--- config.mk ---
export PLATFORM = sky130hd
export DESIGN_NAME = lbc_coef_mem
export DESIGN_NICKNAME = d
export VERILOG_FILES = /design/src/rtl/line_buffered_2d_convolution_top_assert.svh /design/src/rtl/lbc_pkg.sv /design/src/rtl/lbc_coef_mem.sv
export SDC_FILE = /design/constraint.sdc
export NUM_CORES = 1
export LEC_CHECK = 0
export BUFFER_PORTS_ARGS = -buffer_cell sky130_fd_sc_hd__buf_2
export CORE_UTILIZATION = 25
export CTS_CLUSTER_DIAMETER = 150
export DETAILED_ROUTE_END_ITERATION = 8
export REMOVE_ABC_BUFFERS = 1
export SKIP_CTS_REPAIR_TIMING = 1
export SYNTH_ARGS = -nofsm -noshare
export SYNTH_HDL_FRONTEND = slang
export SYNTH_SLANG_ARGS = --single-unit
export TNS_END_PERCENT = 1
--- constraint.sdc ---
create_clock -name clk -period 5.4 [get_ports clk]
set_input_delay 0 -clock clk [delete_from_list [all_inputs] [get_ports clk]]
set_output_delay 0 -clock clk [all_outputs]
set_load 0.02 [all_outputs]
--- src/rtl/line_buffered_2d_convolution_top_assert.svh ---
// ---------------------------------------------------------------------------
// Assertion macros for the line-buffered 2-D convolution block.
// Checks are clocked on clk and disabled while arst_n is low.
// ---------------------------------------------------------------------------
`ifndef LINE_BUFFERED_2D_CONVOLUTION_TOP_ASSERT_SVH
`define LINE_BUFFERED_2D_CONVOLUTION_TOP_ASSERT_SVH
`ifndef SYNTHESIS
`define LBC_ASSERT(lbl, prop, msg) \
	lbl: assert property (@(posedge clk) disable iff (!arst_n) (prop)) else $error(msg);
`define LBC_ASSERT_NEXT(lbl, pre, post, msg) \
	lbl: assert property (@(posedge clk) disable iff (!arst_n) (pre) |=> (post)) else $error(msg);
`else
`define LBC_ASSERT(lbl, prop, msg)
`define LBC_ASSERT_NEXT(lbl, pre, post, msg)
`endif
`endif

--- src/rtl/lbc_pkg.sv ---
`timescale 1ns / 1ps
// ---------------------------------------------------------------------------
// lbc_pkg
// Shared constants, codes and types of the line-buffered 2-D convolution.
// ---------------------------------------------------------------------------
package lbc_pkg;

	localparam int MAX_WIDTH_DEF  = 1024;
	localparam int MAX_HEIGHT_DEF = 1024;
	localparam int K_MAX_DEF      = 7;

	localparam int PIX_W   = 16;
	localparam int CFG_W   = 11;
	localparam int KS_W    = 3;
	localparam int ROW_O_W = 10;
	localparam int COL_O_W = 10;
	localparam int CIDX_W  = 6;

	localparam logic [1:0] MODE_COEF  = 2'd0;
	localparam logic [1:0] MODE_PIXEL = 2'd1;
	localparam logic [1:0] MODE_DRAIN = 2'd2;

	localparam logic [1:0] CFG_WIDTH  = 2'd0;
	localparam logic [1:0] CFG_HEIGHT = 2'd1;
	localparam logic [1:0] CFG_KSIZE  = 2'd2;
	localparam logic [1:0] CFG_BORDER = 2'd3;

	localparam logic [1:0] SRC_ZERO = 2'd0;
	localparam logic [1:0] SRC_PIX  = 2'd1;
	localparam logic [1:0] SRC_MEM  = 2'd2;

	typedef struct packed {
		logic vld;
		logic use_tap;
		logic first;
		logic last;
	} mac_ctl_t;

endpackage

--- src/rtl/lbc_coef_mem.sv ---
`timescale 1ns / 1ps
// ---------------------------------------------------------------------------
// lbc_coef_mem
// Coefficient store with per-entry valid bits; unwritten entries read zero.
// ---------------------------------------------------------------------------
module lbc_coef_mem #(
	parameter int DEPTH = 49,
	parameter int AW    = 6
) (
	input  logic                             clk,
	input  logic                             arst_n,
	input  logic                             we,
	input  logic [AW-1:0]                    waddr,
	input  logic signed [lbc_pkg::PIX_W-1:0] wdata,
	input  logic [AW-1:0]                    raddr,
	output logic signed [lbc_pkg::PIX_W-1:0] rdata
);
	import lbc_pkg::*;

	logic signed [PIX_W-1:0] mem_q [DEPTH];
	logic [DEPTH-1:0]        vld_q;

	always_ff @(posedge clk or negedge arst_n) begin
		if (!arst_n) begin
			vld_q <= '0;
		end else if (we) begin
			vld_q[waddr] <= 1'b1;
		end
	end

	always_ff @(posedge clk) begin
		if (we) begin
			mem_q[waddr] <= wdata;
		end
		rdata <= vld_q[raddr] ? mem_q[raddr] : '0;
	end

endmodule

== After elaboration in Yosys (flattened, before gate mapping) ==
Memories as Yosys holds them, arrays and structs flattened. A register that Yosys moved wholly into a read port is not among the register bits.
Cells that the tools add are included.

* Bits of input ports: 31
* Bits in read-only memories: 0
* Flip-flop bits (word level): 49
* Memories kept: 1
* Latch bits: 0
* Bits in writable memories: 784

* Equal/unequal tests: 0
* Multipliers: 0
* Reduce and logical (&&, ||, !) cells: 2
* Shift-type cells: 0
* Add/sub/neg operators: 0
* Order comparisons: 3
* Muxes and demuxes: 6
* Bitwise operators: 1
* Div/mod/pow operators: 0

{| class="wikitable"
|+ Memories
! name !! words !! width !! read ports !! clocked after Yosys merged registers in !! write ports !! RTL line !! text
|-
| mem_q || 49 || 16 || 1 || 1 || 1 || lbc_coef_mem.sv:20 || <nowiki>logic signed [PIX_W-1:0] mem_q [DEPTH];</nowiki>
|}

{| class="wikitable"
|+ Operators by type and width
! operator !! number
|-
| 49-bit OR || 1
|-
| 6-bit by 7-bit < comparator with 1-bit output, second input constant || 2
|-
| 1-bit binary-select mux with 6-bit select || 1
|-
| 1-bit demux with 6-bit select || 1
|-
| 6-bit by 1-bit greater-or-equal comparator with 1-bit output, second input constant || 1
|-
| 1-bit 2-to-1 mux || 4
|-
| 1-bit logical AND || 1
|-
| 1-bit logical NOT || 1
|}

== Depth between registers and ports, before layout ==
* Depth after elaboration: 5
* Depth in mapped cells: 10

== Worst setup path before layout ==
OpenSTA, ideal clock, no wires.

* Kind: input -> register
* From: in waddr[4]
* To: mem mem_q[20][0] (enable)
* Data required time: 4.989 ns
* Arrival time: 1.493 ns
* Cell stages on the path: 3
* Library setup time: 0.411 ns
* Buffers on the path: 0
* Path slack: 3.496 ns
* Path through: nor2b_1 nand2_1 nor3_1

{| class="wikitable"
|+ RTL lines
! element !! RTL line !! text
|-
| start: declaration || lbc_coef_mem.sv:13 || <nowiki>input logic [AW-1:0] waddr,</nowiki>
|-
| end: declaration || lbc_coef_mem.sv:20 ||
|}

No word-level cell before the write port.

== Worst setup path in the final report ==
* From: in raddr[1]
* To: reg rdata[13] in the netlist's numbering (read register of mem_q)

* Cells in the longest elaborated chain, start to end: 3

{| class="wikitable"
|+ RTL lines
! element !! RTL line !! text
|-
| start: declaration || lbc_coef_mem.sv:15 || <nowiki>input logic [AW-1:0] raddr,</nowiki>
|-
| 1-bit binary-select mux with 6-bit select || lbc_coef_mem.sv:35 || <nowiki>rdata <= vld_q[raddr] ? mem_q[raddr] : '0;</nowiki>
|-
| 1-bit 2-to-1 mux (implied by the code) || lbc_coef_mem.sv:35 ||
|-
| 1-bit logical NOT (no source line) || - ||
|-
| end: declaration || lbc_coef_mem.sv:16 || <nowiki>output logic signed [lbc_pkg::PIX_W-1:0] rdata</nowiki>
|}

Parallel ways exist; a longest one is shown, timed or not. The select of a mux whose other input is x is not followed.
A chain may end at the register's enable or synchronous reset.

==> qor.txt <==
DRT antenna net count = 0
VDD IR max = 0.000207 V
WL/cell = 24.7 µm
CTS H-tree lvls = 3
Ys flop type = edfxtp_1
Share of layout cells above drive strength 1 = 28.2%
Minimum clock period = 2.68 ns
GP Congestion = 0.858
Pre-Repair DR Iteration Count = 8
Synth cell types = 49
Crit path kind = input port to flip-flop
Antenna violations before repair = 12
Total global-route track usage = 12.9%
Final core utilization = 29.1%
Outcome = completed
Clk slew on worst S/H paths = 0.05 ns
Xor and xnor area share after synthesis = 0%
Via Count = 16290
Fin crit share = 49.6%
Multi-input logic area = 7040 µm²
Post-Synthesis Cells = 1552
Filler cells = 12624
DIE AREA = 132000 µm²
Sw Share = 21.9%
Largest net degree at the start of global routing = 80
Via-to-Cell Ratio = 4.69
Hold crit path type = input port to flip-flop
DR WL met3 = 8500 µm
I/O pin count = 47
RSZ-0062 raised after global routing = no
Worst skew pair latency = 0.65 ns
Clock Sinks = 849
First-pass GRT wire length = 122000 µm
CP Max Fanout = 74
Skew final = 0.0230 ns
Synth Warn # = 0
Area grow syn2layout = 15.8%
Mapped cell area = 32600 µm²
Worst-margin pin slew = 1.26 ns
FF-to-FF path depth = 4
Worst relative slew slack = 13.6%
Sequential area share after synthesis = 77.0%
Final WS setup = 2.72 ns
Placed Area = 35000 µm²
Hold Fails Final Rpt = 0
M1 WL = 37500 µm
Fin Setup TNS = 0 ns
Pre-CTS setup slack = 2.07 ns
Worst Path Required = 5.89 ns
Flop2flop setup slack = 2.73 ns
Final setup vio count = 0
Combinational share of power = 5.8%
Async set or reset register ratio after synthesis = 5.77%
WHS = 0.00275 ns
Max Fclk = 0.373 GHz
Die height = 363 µm
Mux contribution to synthesized area = 14.8%
Leak = 12.0 nW
Number of global-route vias before repair = 16148
Worst Path Arrival = 3.17 ns
Int Pwr = 0.0109 W
Starting Density = 25.2%
Simple-gate portion of the synthesized area = 2.71%
DRC errors left = 0
Startpoint Class = input port
Crit path capture type = flip-flop
Slew Viols, Final = 0
Sequential share of power = 52.9%
Synthesis-stage register bit count = 849
Clk pwr share = 41.3%
Compound-gate portion of the synthesized area = 3.85%
Power Density = 370 nW/µm²
Grt ovf = 0
EDFF count, synth = 784
TritonCTS clock tree = done
CTS max path bufs = 3
Die Width = 363 µm
Final instance area = 37700 µm²
Most common cell after layout, fill and taps aside = edfxtp_1
Largest family of logic cells by synthesized area = multiplexers
Dpl hpwl = 50700 µm
Iteration-0 DRC Markers = 1896
Seq. cell area = 25100 µm²
Core area = 129000 µm²
Post-Synth Adder-Cell Area = 0%
CTS buffer count = 88
Max Cap Viol = 0
Net Sw Power = 0.00306 W
Root Driver = clkbuf_16
Total wire length = 85800 µm
Mapped Avg Cell Area = 21.0 µm²
Nets@finish = 1685
Hold Crit Depth = 2
Top Layer Used = met5
Most frequent cells in the layout = edfxtp_1 (784), mux4_2 (163), mux2i_1 (89), clkbuf_16 (89)
Met2 wire length = 38200 µm
Num rows = 132
PortBufs = 46
cells in the mapped netlist, drive strengths merged (18+ instances only):
| cell type | count | area share [%] |
|---|---|---|
| edfxtp | 784 | 72 |
| mux4 | 163 | 11 |
| mux2i | 89 | 2.7 |
| nor2 | 59 | 0.68 |
| buf | 54 | 1.3 |
| dfrtp | 49 | 3.8 |
| or2 | 49 | 0.94 |
| clkbuf | 32 | 0.37 |
| a21oi | 30 | 0.47 |
| a22oi | 29 | 0.67 |
| mux2 | 23 | 0.79 |
| nand2 | 18 | 0.21 |
| o22ai | 18 | 0.35 |
flip-flops by register name, indices dropped and copies added, names as in the netlist:
name	cells
mem_q	784
rdata	16
vld_q	49
kinds of logic (layout without fill, tap and decap cells):
| family | Yosys count | count (layout) |
|---|---|---|
| flops | 849 | 849 |
| mux | 275 | 275 |
| simple gates | 173 | 173 |
| compound gates | 166 | 166 |
| buf+inv | 89 | 262 |
| other cells | 0 | 5 |
critical path, stage by stage:
cell       delay (ns)
buf_6            0.57
buf_4            0.46
mux4_2           0.40
a2111oi_0        1.11
a221oi_1         0.31
a2bb2oi_1        0.21
through the flow:
step	power, W	std cells
detailed placement	0.00832	3304
CTS	0.0140	3465
global placement	0.00830	3302
floorplan	0.00785	1466
global route	0.0143	3467
finish	0.0139	3472
power groups by stage:
stage	clock, W	sequential (W)	combinational [W]
CTS	0.00584	0.00737	0.000817
global route	0.00609	0.00738	0.000858
detailed placement	0	0.00751	0.000814
global placement	0	0.00750	0.000797
finish	0.00576	0.00737	0.000812
floorplan	0	0.00749	0.000363
metal layers:
layer / vias to the layer above / global-route usage, %
met4: 8 / 3.07
li1: 6670 / -
met3: 109 / 3.29
met2: 725 / 19.2
met5: - / 0
met1: 8778 / 18.7
layout make-up:
cell class,instances,share of cell area [%]
Antenna cell,5,0.0332
Timing Repair Buffer,98,1.77
Tap cell,1742,5.78
Clock buffer,131,6.56
Inverter,3,0.0298
Clock inverter,30,0.670
Sequential cell,849,66.5
Multi-Input combinational cell,614,18.7
path summary, 6_finish.rpt:
kind                               from            end
setup / recovery               raddr[1]      rdata[13]
hold / removal                wdata[15]  mem_q[11][15]
setup reg to reg           mem_q[3][13]      rdata[13]
hold reg to reg                vld_q[9]       vld_q[9]
max in group asynchronous        arst_n      vld_q[11]
min in group asynchronous        arst_n      vld_q[19]
Power figures use the tool's default switching activity.
