[config.mk]
export PLATFORM = sky130hd
export DESIGN_NAME = lbc_mac
export DESIGN_NICKNAME = d
export VERILOG_FILES = /design/src/rtl/line_buffered_2d_convolution_top_assert.svh /design/src/rtl/lbc_pkg.sv /design/src/rtl/lbc_mac.sv
export SDC_FILE = /design/constraint.sdc
export NUM_CORES = 1
export LEC_CHECK = 0
export ABC_AREA = 1
export BUFFER_PORTS_ARGS = -buffer_cell sky130_fd_sc_hd__buf_4
export CELL_PAD_IN_SITES_DETAIL_PLACEMENT = 1
export CELL_PAD_IN_SITES_GLOBAL_PLACEMENT = 2
export CORE_MARGIN = 2
export CORE_UTILIZATION = 39
export CTS_BUF_LIST = sky130_fd_sc_hd__clkbuf_4 sky130_fd_sc_hd__clkbuf_8
export CTS_CLUSTER_SIZE = 24
export DETAILED_ROUTE_END_ITERATION = 12
export PLACE_DENSITY_LB_ADDON = 0.08
export SYNTH_ARGS = -nofsm -noshare
export SYNTH_HDL_FRONTEND = slang
export SYNTH_SLANG_ARGS = --single-unit
[constraint.sdc]
create_clock -name clk -period 2.55 [get_ports clk]
set_clock_uncertainty 0.15 [all_clocks]
set_input_delay 0.1275 -clock clk [delete_from_list [all_inputs] [get_ports clk]]
set_output_delay 0.1275 -clock clk [all_outputs]
set_load 0.01 [all_outputs]
[src/rtl/line_buffered_2d_convolution_top_assert.svh]
// ---------------------------------------------------------------------------
// Assertion macros for the line-buffered 2-D convolution block.
// Checks are clocked on clk and disabled while arst_n is low.
// ---------------------------------------------------------------------------
`ifndef LINE_BUFFERED_2D_CONVOLUTION_TOP_ASSERT_SVH
`define LINE_BUFFERED_2D_CONVOLUTION_TOP_ASSERT_SVH
`ifndef SYNTHESIS
`define LBC_ASSERT(lbl, prop, msg) \
	lbl: assert property (@(posedge clk) disable iff (!arst_n) (prop)) else $error(msg);
`define LBC_ASSERT_NEXT(lbl, pre, post, msg) \
	lbl: assert property (@(posedge clk) disable iff (!arst_n) (pre) |=> (post)) else $error(msg);
`else
`define LBC_ASSERT(lbl, prop, msg)
`define LBC_ASSERT_NEXT(lbl, pre, post, msg)
`endif
`endif

[src/rtl/lbc_pkg.sv]
`timescale 1ns / 1ps
// ---------------------------------------------------------------------------
// lbc_pkg
// Shared constants, codes and types of the line-buffered 2-D convolution.
// ---------------------------------------------------------------------------
package lbc_pkg;

	localparam int MAX_WIDTH_DEF  = 1024;
	localparam int MAX_HEIGHT_DEF = 1024;
	localparam int K_MAX_DEF      = 7;

	localparam int PIX_W   = 16;
	localparam int CFG_W   = 11;
	localparam int KS_W    = 3;
	localparam int ROW_O_W = 10;
	localparam int COL_O_W = 10;
	localparam int CIDX_W  = 6;

	localparam logic [1:0] MODE_COEF  = 2'd0;
	localparam logic [1:0] MODE_PIXEL = 2'd1;
	localparam logic [1:0] MODE_DRAIN = 2'd2;

	localparam logic [1:0] CFG_WIDTH  = 2'd0;
	localparam logic [1:0] CFG_HEIGHT = 2'd1;
	localparam logic [1:0] CFG_KSIZE  = 2'd2;
	localparam logic [1:0] CFG_BORDER = 2'd3;

	localparam logic [1:0] SRC_ZERO = 2'd0;
	localparam logic [1:0] SRC_PIX  = 2'd1;
	localparam logic [1:0] SRC_MEM  = 2'd2;

	typedef struct packed {
		logic vld;
		logic use_tap;
		logic first;
		logic last;
	} mac_ctl_t;

endpackage

[src/rtl/lbc_mac.sv]
`timescale 1ns / 1ps
// ---------------------------------------------------------------------------
// lbc_mac
// Multiply-accumulate pipeline with rounding and saturation to 16 bits.
// ---------------------------------------------------------------------------
module lbc_mac #(
	parameter int K_MAX = 7
) (
	input  logic                             clk,
	input  logic                             arst_n,
	input  lbc_pkg::mac_ctl_t                ctl_s1,
	input  logic signed [lbc_pkg::PIX_W-1:0] coef_s1,
	input  logic signed [lbc_pkg::PIX_W-1:0] tap_s1,
	output logic                             res_vld,
	output logic signed [lbc_pkg::PIX_W-1:0] res
);
	import lbc_pkg::*;

	localparam int ACC_W = 2 * PIX_W + $clog2(K_MAX * K_MAX) + 1;

	mac_ctl_t                ctl_s2;
	logic signed [2*PIX_W-1:0] prod_s2;
	logic                    done_s3;
	logic signed [ACC_W-1:0] acc_q;
	logic signed [ACC_W-1:0] rnd;
	logic signed [ACC_W-1:0] quo;
	logic signed [PIX_W-1:0] sat;

	always_ff @(posedge clk or negedge arst_n) begin
		if (!arst_n) begin
			ctl_s2  <= '0;
			done_s3 <= 1'b0;
			res_vld <= 1'b0;
		end else begin
			ctl_s2  <= ctl_s1;
			done_s3 <= ctl_s2.vld & ctl_s2.last;
			res_vld <= done_s3;
		end
	end

	always_ff @(posedge clk) begin
		prod_s2 <= ctl_s1.use_tap ? coef_s1 * tap_s1 : 32'sd0;
		if (ctl_s2.vld) begin
			acc_q <= ctl_s2.first ? ACC_W'(prod_s2) : acc_q + ACC_W'(prod_s2);
		end
		res <= sat;
	end

	always_comb begin
		rnd = acc_q + ACC_W'(16384);
		quo = rnd >>> 15;
		if (quo > ACC_W'(32767)) begin
			sat = 16'sh7FFF;
		end else if (quo < -ACC_W'(32768)) begin
			sat = -16'sh8000;
		end else begin
			sat = quo[PIX_W-1:0];
		end
	end

endmodule

== After elaboration in Yosys (flattened, before gate mapping) ==
Index checks and enable logic that the tools add are counted.
Widths: inputs -> output; s select.

* Bits in writable memories: 0
* Bits in latches: 0
* Memory bits (read-only): 0
* Memories: 0
* Output and inout bits: 17
* Word-level logic and storage cells: 16
* Bits of input ports: 38
* Register bits after elaboration: 92

* $lt $le $gt $ge: 2
* $mul: 1
* Muxes and demuxes: 2
* Bitwise gates (word level): 1
* Shift-type cells: 0
* Reductions and logical operators: 0
* Equal/unequal tests: 0
* Divide/modulo/power cells: 0
* Add/subtract/negate cells: 2

{| class="wikitable"
|+ Operator list
! kind !! number
|-
| $add 39x16->39 const B || 1
|-
| $add 39x32->39 || 1
|-
| $mux 39 || 1
|-
| $mul 16x16->32 || 1
|-
| $gt 24x16->1 const B || 1
|-
| $lt 24x16->1 const B || 1
|-
| $mux 16 || 1
|-
| $and 1x1->1 || 1
|}

== Depth between registers and ports, before layout ==
Gate-level depths: netlist of run 1.

* Depth in word-level cells: 3
* Depth in mapped cells: 28
* Gate-level depth less buffers: 26

== Worst setup path before layout of run 1 ==
OpenSTA, ideal clock, no wires.

* Kind: input to register
* From: input port tap_s1[2] in the netlist's numbering
* To: register prod_s2[31]
* Required time: 2287 ps
* Stages on the path: 23
* Library setup time: 113 ps
* Arrival: 5484 ps
* Buffers on the path: 2
* Path slack: -3196 ps
* Cell sequence: clkbuf_1 clkbuf_1 nand2_1 fa_1 fa_1 inv_1 fa_1 inv_1 fa_1 inv_1 fa_1 inv_1 fa_1 inv_1 ha_1 a21oi_1 o21bai_1 a21oi_1 o21ai_0 a21oi_1 nand2_1 nor2_1 nor2_1

* Longest elaborated chain between the ends: 1

{| class="wikitable"
|+ RTL lines
! element !! line !! RTL
|-
| start: declaration || lbc_mac.sv:13 || <nowiki>input logic signed [lbc_pkg::PIX_W-1:0] tap_s1,</nowiki>
|-
| $mul 16x16->32 || lbc_mac.sv:42 || <nowiki>prod_s2 <= ctl_s1.use_tap ? coef_s1 * tap_s1 : 32'sd0;</nowiki>
|-
| end signal: assignment || lbc_mac.sv:42 ||
|-
| end: declaration || lbc_mac.sv:22 || <nowiki>logic signed [2*PIX_W-1:0] prod_s2;</nowiki>
|}

No other way between the ends.
A chain may end at the register's enable or synchronous reset.

== Worst setup path in the final report of run 1 ==
* From: input port tap_s1[15] in the netlist's numbering
* To: register prod_s2[28]

The elaborated chain is that of the path after synthesis.

==> results.md, run 1 <==
* CTS tree: yes
* GR Util All Layers at 0.2649
* Top cells by count, synth: nand2_1, inv_1, fa_1, nor2_1, ha_1
* Core ar. at 42790 um^2
* Grt ovf at 0
* Final Slew Violations at 0
* Number of flops mapped to enable cells by yosys at 39
* Most common cell in the netlist: nand2_1
* Origin of the critical flop-to-flop path: acc_q[0]
* Hold path endpoint: prod_s2[0]
* Yosys reg bits at 92
* First-pass GRT wire length at 92320 um
* Hold Vio Cnt, Final at 0
* Row count at 76
* Worst-case reg-to-reg path depth at 15
* Net Count, Synth at 2756
* Simple-gate portion of the synthesized area at 0.2410
* Slew margin rel. at 0.5253
* Share of cells above drive strength 1 at 0.3029
* Final Cycle Share at 1.923
* Final Hold Slack at 0.08568 ns
* Final Core Density at 0.5318
* Post-synth top flop: dfxtp_1
* Drt wl/cell at 17.98 um
* Synthesized area per cell at 7.209 um^2
* RSZ-0062 raised after global routing: yes
* Final setup vio count at 28
* DRC errors left at 0
* Die X at 211.7 um
* Clock transition at path regs at 0.10 ns
* Die Ht at 211.7 um
* Root buffer cell: clkbuf_8
* Yosys top cell area share at 0.3129
* Post-layout nets at 3078
* Inserted Clock Buffers at 9
* Fmax at 204.0 MHz
* Failing checks: negative setup slack
* CP startpoint kind: input pin
* Initial Utilization at 0.3932
* Hold path start: coef_s1[0]
* CTS sink count at 92
* Antenna violations before repair at 0
* Ant. Diodes at 0
* Vias in the first global route at 17520
* DRT Wirelength at 57650 um
* Syn. warnings at 0
* Drt first pass iters at 5
* Max-cap violations at 0
* Clock Tree Buf Depth at 2
* Total number of H-tree levels at 3
* Worst path required time at 2.74 ns
* Fillers at 5235
* Worst-Margin Slew at 0.7112 ns
* Critical path type: input pin to register
* Largest family of logic cells by synthesized area: adder cells
* FFs w/ async S/R, synth at 0.05435
* Pre-CTS setup slack at -3.199 ns
* Routed vias at 15830
* Area Overhead vs Synth at 35.25%
* CP max FO at 8
* Mapped Area at 16830 um^2
* R2R setup slack at 0.09 ns
* Final setup margin at -2.353 ns
* I/O Buffers at 54
* Critical path data arrival time at 5.09 ns
* Critical Path Sink Type: register
* DP HPWL at 49450 um
* Status: finished with violations
* Mux cell area share after synthesis at 0
* Synth area leader: fa_1
* RR Endpoint: acc_q[24]
* DR iter-0 viols at 646
* Minimum clock period at 4.903 ns
* Post-Synth Adder-Cell Area at 0.4029
* Drt via density at 4.936
* Die area at 44820 um^2
* Clock latency on the worst-skew pair at 0.40 ns
* Post-route ant nets at 0
* Synth cell types at 39
* Largest net degree at the start of global routing at 42
* Worst hold path type: input pin to register
* Worst hold stages at 4
* IO Pins at 55
* Sequential share of the synthesized area at 0.1341
* Synth Area in XOR/XNOR at 0.01457
* Syn Inst Count at 2334
* RePlAce Congestion at 0.9056
* Synth top area cells: fa_1, nand2_1, inv_1
* Synth Area in Compound Gates at 0.06640
final cells by class:
type | count | area, um^2 | share of cell area
multi-input cells | 1613 | 14070 | 0.6183
inverters | 559 | 2120 | 0.09313
repair buffers | 381 | 3410 | 0.1498
clock inverters | 7 | 92.59 | 0.004068
clock buffers | 9 | 123.9 | 0.005443
well taps | 546 | 683.2 | 0.03002
flip-flops and latches | 92 | 2258 | 0.09924
logic make-up after synthesis:
family	Yosys count
xor gates and xnor gates	28
buffers and inverters	629
DFF	92
adders and majority gates	384
AOI/OAI and AO/OA	205
and+or+nand+nor	996
sequential cells by signal, summed over array words and instances (netlist names):
name	flops
acc_q	39
ctl_s2	3
done_s3	1
prod_s2	32
res	16
res_vld	1
stage by stage:
stage / setup TNS (ns) / cell area (um^2) / std cells
after CTS: -54.51 / 21780 / 3178
final: -54.86 / 22760 / 3207
after global routing: -59.29 / 22760 / 3207
after floorplan: -56.27 / 17960 / 2334
after detailed placement: -73.79 / 20460 / 3134
after global placement: -70.43 / 20460 / 3134
worst max-delay path by stage:
stage,startpoint,end,cells past startpoint,slack [ns]
3_3_place_gp,tap_s1[15],prod_s2[28],22,-3.07
6_report,tap_s1[15],prod_s2[28],23,-2.35
3_5_place_dp,tap_s1[15],prod_s2[28],22,-3.20
2_1_floorplan,tap_s1[5],prod_s2[31],24,-2.57
4_1_cts,tap_s1[15],prod_s2[28],24,-2.35
5_1_grt,coef_s1[15],prod_s2[31],24,-2.52
critical path, stage by stage:
cell and delay [ns]:
buf_8 0.08, inv_6 0.03, buf_12 0.13, or2_4 0.23
fa_1 0.48, inv_1 0.06, fa_1 0.53, inv_1 0.05
fa_1 0.49, inv_1 0.06, fa_1 0.47, fa_1 0.54
inv_1 0.06, fa_1 0.52, inv_2 0.05, ha_4 0.31
nand2_4 0.08, nor2_4 0.20, and3_4 0.22, nand2_2 0.06
nand3_4 0.09, o21ai_1 0.08, a21oi_2 0.13
cell usage in the layout, fill, tap and decap left out, types with 27 or more instances in the layout:
cell and n:
nor2_2 27, ha_4 38, ha_1 71, nand2_2 45
buf_6 55, fa_1 242, a21oi_1 49, a21oi_2 39
nand3_1 67, nor2_1 122, inv_2 79, nand2_1 580
dfxtp_1 47, o21ai_0 27, edfxtp_1 39, o21ai_1 36
nand2_4 42, buf_4 291, inv_1 473
layer usage:
layer  part of all wire  up-vias  GRT usage
li1                   -     7589          -
met1               0.42     8013     0.3236
met2               0.53      162     0.5054
met3              0.015       66    0.01305
met4              0.028        0    0.06994
met5                  0        -          0
what timing repair did:
action                                  CTS  global route
setup buffers                            21            30
gates resized for setup                 238           238
hold buffers                              7             1
cloned                                    2             0
endpoints found under the setup margin   43            65
pin swaps                               157           115
endpoints found under the hold margin    26             7
Power of run 1 is not shown: default switching activity piles up to over one toggle a cycle in this logic, so the estimate is an artifact.
==> run 2, diff against run 1 <==
--- a/config.mk
+++ b/config.mk
@@ -10,7 +10,7 @@
 export CELL_PAD_IN_SITES_DETAIL_PLACEMENT = 1
 export CELL_PAD_IN_SITES_GLOBAL_PLACEMENT = 2
 export CORE_MARGIN = 2
-export CORE_UTILIZATION = 39
+export CORE_UTILIZATION = 42
 export CTS_BUF_LIST = sky130_fd_sc_hd__clkbuf_4 sky130_fd_sc_hd__clkbuf_8
 export CTS_CLUSTER_SIZE = 24
 export DETAILED_ROUTE_END_ITERATION = 12
==> constraint.sdc (replaced) <==
create_clock -name clk -period 6.2 [get_ports clk]
set_clock_uncertainty 0.15 [all_clocks]
set_input_delay 0.31 -clock clk [delete_from_list [all_inputs] [get_ports clk]]
set_output_delay 0.31 -clock clk [all_outputs]
set_load 0.01 [all_outputs]
==> run 2 against run 1 <==
The run now ends clean. Die area fell by 7.0%. Design area fell by 20%. Critical path type unchanged. Sequential share of layout area rose by 2.6 points. Largest cell class unchanged. Final cell count fell by 9.8%. Highest routed layer unchanged. Worst hold slack improved by 0.012 ns.
==> results.md, run 2 (synthesis gave the netlist of run 1 again) <==
* Worst-Margin Slew at 0.8996 ns
* Clock transition at path regs at 0.12 ns
* Root buffer cell: clkbuf_8
* Largest register by flop count: acc_q
* Inserted Clock Buffers at 9
* Final setup vio count at 0
* I/O Buffers at 54
* Largest net degree at the start of global routing at 43
* Worst-case reg-to-reg path depth at 15
* Commonest non-fill, non-tap cell in the layout: nand2_1
* R2R setup slack at 3.10 ns
* Fmax at 167.0 MHz
* Row count at 73
* GR Util All Layers at 0.2676
* IO Pins at 55
* Post-route ant nets at 0
* Met3 Track Usage GR at 0.01802
* Slew margin rel. at 0.3939
* RePlAce Congestion at 0.9091
* Final Slew Violations at 0
* DRT Wirelength at 53450 um
* Final setup margin at 0.2103 ns
* Dpl cell area at 17840 um^2
* Clock latency on the worst-skew pair at 0.40 ns
* Status: finished clean
* Worst hold path type: input pin to async pin
* Area Overhead vs Synth at 7.533%
* Drt wl/cell at 18.47 um
* Drt first pass iters at 5
* Grt ovf at 0
* Die X at 204.2 um
* RSZ-0062 raised after global routing: no
* Vias in the first global route at 16330
* Clock Tree Buf Depth at 2
* Minimum clock period at 5.990 ns
* First-pass GRT wire length at 86460 um
* RR Endpoint: acc_q[28]
* Initial Utilization at 0.4245
* Die Ht at 204.2 um
* CTS sink count at 92
* Final Core Density at 0.4564
* Core ar. at 39640 um^2
* Critical path type: input pin to register
* Max-cap violations at 0
* Final Hold Slack at 0.09719 ns
* Antenna violations before repair at 0
* Pre-CTS setup slack at -0.3099 ns
* Met1 Resource Use GR at 0.3313
* CP max FO at 15
* Max reg flops at 39
* Fillers at 5129
* CP startpoint kind: input pin
* Worst path required time at 6.37 ns
* CTS tree: yes
* Total number of H-tree levels at 3
* Final instance area at 18090 um^2
* Drt via density at 5.039
* Share of cells above drive strength 1 at 0.05448
* Final Cycle Share at 0.9661
* Biggest registers after layout: acc_q x39, prod_s2 x32, res x16
* Origin of the critical flop-to-flop path: prod_s2[0]
* GRT Max-Usage Layer: met2
* Die area at 41680 um^2
* Critical Path Sink Type: register
* Commonest non-fill, non-tap cells in the layout: nand2_1, inv_1, fa_1
* Post-layout nets at 2785
* Met2 usage in global routing at 0.4869
* Hold Vio Cnt, Final at 0
* Routed vias at 14580
* DP HPWL at 46450 um
* Ant. Diodes at 0
* DRC errors left at 0
* DR iter-0 viols at 601
* Critical path data arrival time at 6.16 ns
## run 2: cell types whose count changed in the layout (fill, tap and decap cells not counted), moves of 44 or more
| cell | change |
|---|---|
| buf_4 | -208 |
| nand2_1 | +88 |
| inv_1 | +83 |
| inv_2 | -77 |
| buf_6 | -55 |
| a21oi_1 | +51 |
| ha_1 | +50 |
| nor2_1 | +48 |
| o21ai_0 | +45 |
| nand2_2 | -44 |
## run 2: final cells by class
class | instances | area (um^2) | share of cell area
Multi-Input combinational cell | 1613 | 12210 | 0.6749
Sequential cell | 92 | 2257 | 0.1247
Inverter | 559 | 2098 | 0.1160
Timing Repair Buffer | 88 | 683.2 | 0.03776
Tap cell | 525 | 656.9 | 0.03630
Clock buffer | 10 | 131.4 | 0.007261
Clock inverter | 6 | 55.05 | 0.003043
## run 2: repair_timing
| item | in CTS | in global routing |
|---|---|---|
| hold buffers | 4 | 0 |
| setup buffers | 0 | 1 |
| endpoints found under the setup margin | 0 | 4 |
| endpoints found under the hold margin | 8 | 0 |
| gates resized for setup | 0 | 4 |
## run 2: worst max-delay path by stage
stage	endpoint	start	slack, ns
floorplan	prod_s2[31]	tap_s1[2]	0.27
global placement	prod_s2[23]	tap_s1[15]	-0.23
detailed placement	prod_s2[24]	coef_s1[15]	-0.31
CTS	prod_s2[24]	coef_s1[15]	0.12
global route	prod_s2[21]	tap_s1[15]	0.005
finish	prod_s2[21]	tap_s1[15]	0.21
## run 2: worst max-delay path, cell delays in order
cell      delay, ns
buf_4          0.08
inv_1          0.23
or2_2          0.39
fa_1           0.51
fa_1           0.55
inv_1          0.06
fa_1           0.51
fa_1           0.52
fa_1           0.55
inv_1          0.06
fa_1           0.53
inv_1          0.04
ha_1           0.35
nand2_1        0.11
nor2_1         0.11
inv_1          0.11
nor3_1         0.42
a21oi_1        0.23
o21bai_1       0.27
nor2_1         0.07
nor2_1         0.17
## run 2: stage by stage
stage | setup TNS (ns) | cells
2_1_floorplan | 0 | 2334
3_3_place_gp | -0.5768 | 2872
3_5_place_dp | -1.255 | 2872
4_1_cts | 0 | 2892
5_1_grt | 0 | 2893
6_report | 0 | 2893
## run 2: layer usage
metal | part of all wire | up-vias
met5 | 0 | -
met4 | 0.037 | 0
li1 | - | 6993
met2 | 0.50 | 222
met3 | 0.024 | 93
met1 | 0.44 | 7271
Power of run 2 is left out for the same reason.
==> run 3, diff against run 2 <==
--- a/config.mk
+++ b/config.mk
@@ -5,12 +5,12 @@
 export SDC_FILE = /design/constraint.sdc
 export NUM_CORES = 1
 export LEC_CHECK = 0
-export ABC_AREA = 1
+export ABC_AREA = 0
 export BUFFER_PORTS_ARGS = -buffer_cell sky130_fd_sc_hd__buf_4
 export CELL_PAD_IN_SITES_DETAIL_PLACEMENT = 1
 export CELL_PAD_IN_SITES_GLOBAL_PLACEMENT = 2
 export CORE_MARGIN = 2
-export CORE_UTILIZATION = 42
+export CORE_UTILIZATION = 45
 export CTS_BUF_LIST = sky130_fd_sc_hd__clkbuf_4 sky130_fd_sc_hd__clkbuf_8
 export CTS_CLUSTER_SIZE = 24
 export DETAILED_ROUTE_END_ITERATION = 12
==> constraint.sdc (replaced) <==
create_clock -name clk -period 6.2 [get_ports clk]
set_clock_uncertainty 0.15 [all_clocks]
set_input_delay 0.93 -clock clk [delete_from_list [all_inputs] [get_ports clk]]
set_output_delay 0.93 -clock clk [all_outputs]
set_load 0.01 [all_outputs]
==> run 3 against run 2 <==
Critical path type unchanged. Final cell count is 22% lower. First-iteration DRC count fell by 42%. Global-route usage down 4.1 points. Routed wire length down 28%. Worst hold slack gained 0.082 ns. Flip-flop and latch count stayed put. The run now ends with negative setup slack left. Critical endpoint is now prod_s2[30]. Count of clock-buffer cells in the layout is the same. Synthesized area shrank 11%. Utilization increased by 9.6 points. Design area is 0.42% lower.
==> results.md, run 3 <==
* Status: finished with violations
* Failing checks: negative setup slack
* First-pass GRT wire length at 64290 um
* Origin of the critical flop-to-flop path: acc_q[1]
* Routed vias at 11410
* Final Cycle Share at 1.016
* Number of flops mapped to enable cells by yosys at 39
* RSZ-0062 raised after global routing: yes
* Critical path type: input pin to register
* Max reg flops at 39
* Max-cap violations at 0
* Grt ovf at 0
* DRC errors left at 0
* Root buffer cell: clkbuf_8
* RePlAce Congestion at 0.8736
* Pre-CTS setup slack at -0.7619 ns
* CTS sink count at 92
* Vias in the first global route at 12730
* Synth cell types at 59
* Final setup margin at -0.1011 ns
* Crit-path most repeated cell: fa_1
* DP HPWL at 32420 um
* GR Util All Layers at 0.2264
* FFs w/ async S/R, synth at 0.05435
* Minimum clock period at 6.301 ns
* Commonest non-fill, non-tap cells in the layout: inv_1, fa_1, nand2_1
* Mapped Area at 14970 um^2
* Syn. warnings at 0
* Final Slew Violations at 0
* Ant. Diodes at 0
* Worst-Margin Slew at 0.9827 ns
* Sequential share of the synthesized area at 0.1508
* Inserted Clock Buffers at 9
* Post-synth top flop: dfxtp_1
* R2R setup slack at 2.46 ns
* RR Endpoint: acc_q[37]
* Antenna violations before repair at 0
* Hold Vio Cnt, Final at 0
* Drt wl/cell at 17.18 um
* Clock latency on the worst-skew pair at 0.38 ns
* Slew margin rel. at 0.3418
* CTS tree: yes
* Fmax at 158.7 MHz
* Share of cells above drive strength 1 at 0.1996
* DRT Wirelength at 38580 um
* Post-route ant nets at 0
* Cell Count, Final, Fillers Out at 2246
* CP max FO at 12
* Core ar. at 32620 um^2
* Final setup vio count at 4
* Critical Path, Cell by Cell: buf_12 -> and2_4 -> fa_1 -> inv_2 -> fa_1 -> fa_2 -> inv_1 -> fa_2 -> fa_1 -> inv_1 -> fa_1 -> inv_2 -> ha_4 -> nand4_1 -> buf_4 -> buf_4 -> buf_4 -> nor2_4 -> o2bb2ai_2 -> o31a_1 -> o2111ai_2 -> nand3_1 -> and3_1 -> o21a_1
* Drt first pass iters at 5
* Most common cell in the netlist: inv_1
* Critical path data arrival time at 6.43 ns
* Placed cells at 2211
* Post-layout nets at 2221
* Drt via density at 5.079
* Die X at 186.4 um
* Total number of H-tree levels at 3
* IO Pins at 55
* Row count at 66
* Die area at 34740 um^2
* Biggest registers after layout: acc_q x39, prod_s2 x32, res x16
* Top delay family on crit path: adder cells
* Clock transition at path regs at 0.09 ns
* Synth area leader: fa_1
* Critical Path Sink Type: register
* Hold Buf Count CTS at 0
* Syn Inst Count at 1623
* Largest net degree at the start of global routing at 76
* Worst-case reg-to-reg path depth at 11
* Die Ht at 186.4 um
* Initial Utilization at 0.4589
* Crit path max-delay cell type: fa_2
* Clock Tree Buf Depth at 2
* Top cells by count, synth: inv_1, fa_1, nand2_1, and2_1, ha_1
* Yosys top cell area share at 0.3518
* Commonest non-fill, non-tap cell in the layout: inv_1
* Buf+Inv Stages, Crit Path at 8
* Worst path required time at 6.33 ns
* Worst hold path type: input pin to async pin
* Yosys reg bits at 92
* I/O Buffers at 54
* Max incr delay on CP at 0.57 ns
* CP startpoint kind: input pin
* DR iter-0 viols at 346
* Largest register by flop count: acc_q
* Synth top area cells: fa_1, ha_1, inv_1
* Synthesized area per cell at 9.222 um^2
* Net Count, Synth at 2045
* Area Overhead vs Synth at 20.38%
-- run 3: kinds of logic (layout without fill, tap and decap cells) --
logic type | Yosys count | in the layout | synth area share
AOI/OAI and AO/OA | 224 | 224 | 0.09513
xor gates and xnor gates | 87 | 87 | 0.05091
muxes | 4 | 4 | 0.002842
adders and majority gates | 384 | 384 | 0.4529
DFF | 92 | 92 | 0.1508
buffers and inverters | 374 | 555 | 0.09379
and+or+nand+nor | 458 | 458 | 0.1536
-- run 3: cell type report --
type / count / area [um^2]
clock buffer: 10 / 131.4
multi-input combinational: 1157 / 11800
inverter: 328 / 1235
timing repair buffer: 211 / 1971
sequential: 92 / 2258
fill: 3692 / 14600
clock inverter: 6 / 72.57
tap: 442 / 553.0
-- run 3: per-layer routing --
metal  wire (um)  vias up  track usage
met5           0        -            0
met4         473        0      0.04523
met3        1105       27      0.01749
met2       18710      160       0.3892
met1       18290     5802       0.3156
li1            -     5418            -
-- run 3: metrics by stage --
| stage | hold slack (ns) | TNS, ns | area, um^2 | utilization |
|---|---|---|---|---|
| 2_1_floorplan | 0.1812 | -0.7144 | 15360 | - |
| 3_3_place_gp | 0.1847 | -7.173 | 17030 | 0.5220 |
| 3_5_place_dp | 0.2149 | -8.320 | 17030 | 0.5220 |
| 4_1_cts | 0.1603 | -0.2499 | 17790 | 0.5453 |
| 5_1_grt | 0.1663 | -1.965 | 18020 | 0.5524 |
| 6_report | 0.1792 | -0.3050 | 18020 | 0.5524 |
-- run 3: worst max-delay path by stage --
stage               slack, ns   startpoint  cells after the start           to
floorplan               -0.20  coef_s1[15]                     22  prod_s2[31]
global placement        -0.62   coef_s1[5]                     24  prod_s2[31]
detailed placement      -0.76   coef_s1[3]                     21  prod_s2[31]
CTS                     -0.13   coef_s1[9]                     23  prod_s2[31]
global route            -0.35    tap_s1[6]                     23  prod_s2[31]
finish                  -0.10    tap_s1[4]                     24  prod_s2[30]
-- run 3: repair_timing --
item                       CTS  global route
gates resized for setup    109            63
setup endpoints to repair   10            17
hold endpoints to repair     0             0
cloned                       2             2
setup buffers               14             5
pin swaps                   88            65
Power of run 3 is left out for the same reason.
